`config.mk`:
```
export PLATFORM = sky130hd
export DESIGN_NAME = tsli_ram
export DESIGN_NICKNAME = d
export VERILOG_FILES = /design/src/tsli_ram.sv
export SDC_FILE = /design/constraint.sdc
export NUM_CORES = 1
export LEC_CHECK = 0
export ABC_AREA = 1
export BUFFER_PORTS_ARGS = -buffer_cell sky130_fd_sc_hd__clkbuf_2
export CAP_MARGIN = 20
export CORE_MARGIN = 5
export CORE_UTILIZATION = 45
export CTS_BUF_LIST = sky130_fd_sc_hd__clkbuf_4 sky130_fd_sc_hd__clkbuf_8 sky130_fd_sc_hd__clkbuf_16
export DETAILED_ROUTE_END_ITERATION = 12
export PLACE_DENSITY = 0.59
export SETUP_SLACK_MARGIN = 0.15
export SLEW_MARGIN = 20
export SYNTH_ARGS = -nofsm -noshare
export SYNTH_HDL_FRONTEND = slang
export SYNTH_SLANG_ARGS = --single-unit
```
`constraint.sdc`:
```
create_clock -name clk -period 1.42 [get_ports clk]
set_input_delay 0.071 -clock clk [delete_from_list [all_inputs] [get_ports clk]]
set_output_delay 0.071 -clock clk [all_outputs]
set_load 0.01 [all_outputs]
```
`src/tsli_ram.sv`:
```
module tsli_ram #(
    parameter int WIDTH = 8,
    parameter int DEPTH = 16,
    localparam int AW = $clog2(DEPTH)
) (
    input  logic             clk,
    input  logic             wr_en,
    input  logic [AW-1:0]    wr_addr,
    input  logic [WIDTH-1:0] wr_data,
    input  logic             rd_en,
    input  logic [AW-1:0]    rd_addr,
    output logic [WIDTH-1:0] rd_data
);

    logic [WIDTH-1:0] mem [DEPTH];

    // One write port, one registered read port
    always_ff @(posedge clk)
    begin
        if (wr_en)
        begin
            mem[wr_addr] <= wr_data;
        end
        if (rd_en)
        begin
            rd_data <= mem[rd_addr];
        end
    end

endmodule

```
==> reports/metrics.yaml <==
dr.pass1.iters: 4
wl_um: 13200
ys_warn_count: 0
first_global_vias: 3826
holdBufCountCts: 0
yosysSeqAreaShare: 0.698
worst_pin_slew_ps: 659
antennaDiodeCount: 0
worstPathMaxFanout: 1
grt_pass1_wl_um: 21100
synthesis.nets: 570
regToRegStartpoint: "mem[7][0]"
reg2reg_to: "rd_data[0]"
routedWlPerCell_um: 16.8
clock-root-buffer: "clkbuf_16"
rrSetupSlack_ps: 240
maxCapViolations: 0
rows: 41
cts_resized: 0
r2r_cells: 6
drv_slew: 0
timing.final.ws_setup_ps: 244
rsz0062_at_grt: "no"
syn2layout_area_growth_pct: 16.6
die_x_um: 124
grt_use_total: 0.192
status: "complete, no violations"
yosys.cell_types.count: 11
die_h_um: 124
cp-startpoint: "mem[7][0]"
viasPerCell: 4.84
fmax_ghz: 0.850
grt_max_degree: 57
hold_viol_final: 0
post-route-drc-count: 0
slew_headroom: 0.560
numCtsBuffers: 17
finalClockSkew_ps: 5.86
synth_cells: 551
gp_congestion: 0.870
drive_gt1_frac: 0.136
coreArea_sq_um: 12700
pre_cts_slack_ps: 45.3
end_kind: "register"
endpoint: "rd_data[0]"
clock-sinks: 136
dpl.hpwl_um: 8320
p_leak_nw: 2.97
die-area_sq_um: 15400
via_count: 3796
path_class: "reg -> reg"
power_density_nw_per_um2: 1330
path_clk_slew_ps: 50
ir_drop_v: 0.00101
clock_path_buffers: 2
post-route-period-util: 0.828
finalSetupViolations: 0
ctsHtreeMaxLevel: 4
io_pins: 27
io_buffer_count: 26
worst_setup_path_start_kind: "register"
ant_nets: 0
drt_iter0_markers: 319
hold_class: "in -> reg"
cts_tree: "yes"
ys_ff_latch: 136
hp-start: "rd_en"
synth.avg_cell_area_sq_um: 10.6
gr-total-overflow: 0
crit_arrival_ps: 1340
start_util: 0.461
cts_setup_buffers: 0
post_dp_cell_area_sq_um: 6290
required_ps: 1590
clock_latency_ps: 410
fin_crit_ps: 1180
antenna_found_initial: 0
tns_ps: 0
p_total_w: 0.00906
netlist_area_sq_um: 5850
nNetsFinal: 620
fin_area_sq_um: 6820
final cells by class:
cell class	count	area, sq um
Timing Repair Buffer	55	398
Inverter	102	383
Sequential cell	136	4080
Clock buffer	23	470
Multi-Input combinational cell	289	1210
Tap cell	172	215
Clock inverter	7	55.1
Fill cell	1132	5850
worst max-delay path, stage by stage, from the launching register on:
cell and delay (ps):
edfxtp_1 370, inv_1 70, nand2_1 50, nand3_1 70, nand3_1 130, nand3_1 170
nand2_1 70
per-layer routing:
metal  wire (um)  up-vias  global-route usage
li1            -     1878                   -
met1        5400     1797               0.254
met2        6640      101               0.309
met3         861       20              0.0418
met4         271        0              0.0794
met5           0        -                   0
cell usage after synthesis:
library cell  number  area [sq um]
buf_1              1          3.75
buf_2             13          65.1
buf_4              4          30.0
buf_6              6          67.6
edfxtp_1         136          4080
inv_1            100           375
inv_2              2          7.51
nand2_1          173           649
nand3_1           97           485
nand3b_1           2          15.0
nor2_1            17          63.8
power by group:
group	switching, W	internal (W)	total, W
clock	0.00147	0.00246	0.00394
combinational	0.000394	0.000179	0.000573
sequential	0.0000236	0.00453	0.00455
worst min-delay path by stage:
stage	slack, ps	cells after the start	end
2_1_floorplan	170	0	mem[0][0]
4_1_cts	70	1	rd_data[7]
3_3_place_gp	490	1	rd_data[1]
3_5_place_dp	500	1	rd_data[1]
5_1_grt	80	1	rd_data[7]
6_report	80	1	rd_data[3]
per-stage QoR:
step / utilization / cells / hold slack, ps
finish: 0.538 / 784 / 84.3
global route: 0.538 / 784 / 78.7
CTS: 0.538 / 784 / 73.0
detailed placement: 0.497 / 754 / 496
global placement: 0.497 / 754 / 494
floorplan: - / 551 / 170
cells in the final DEF, fill, tap and decap left out, drive strengths merged:
| cell type | instances |
|---|---|
| nand3 | 97 |
| buf | 29 |
| edfxtp | 136 |
| nor2 | 17 |
| clkinv | 6 |
| inv | 102 |
| bufinv | 1 |
| nand2 | 173 |
| clkbuf | 49 |
| nand3b | 2 |
cell families (layout without fill, tap and decap cells):
logic type / count (synthesis) / after routing / share of synthesized area
buf+inv: 126 / 187 / 0.0939
flops: 136 / 136 / 0.698
simple gates: 289 / 289 / 0.208
state kept, by name, indices dropped and copies added, names as in the netlist:
name / cells
mem: 128
rd_data: 8
No activity file was read; power rests on OpenSTA's default activity.
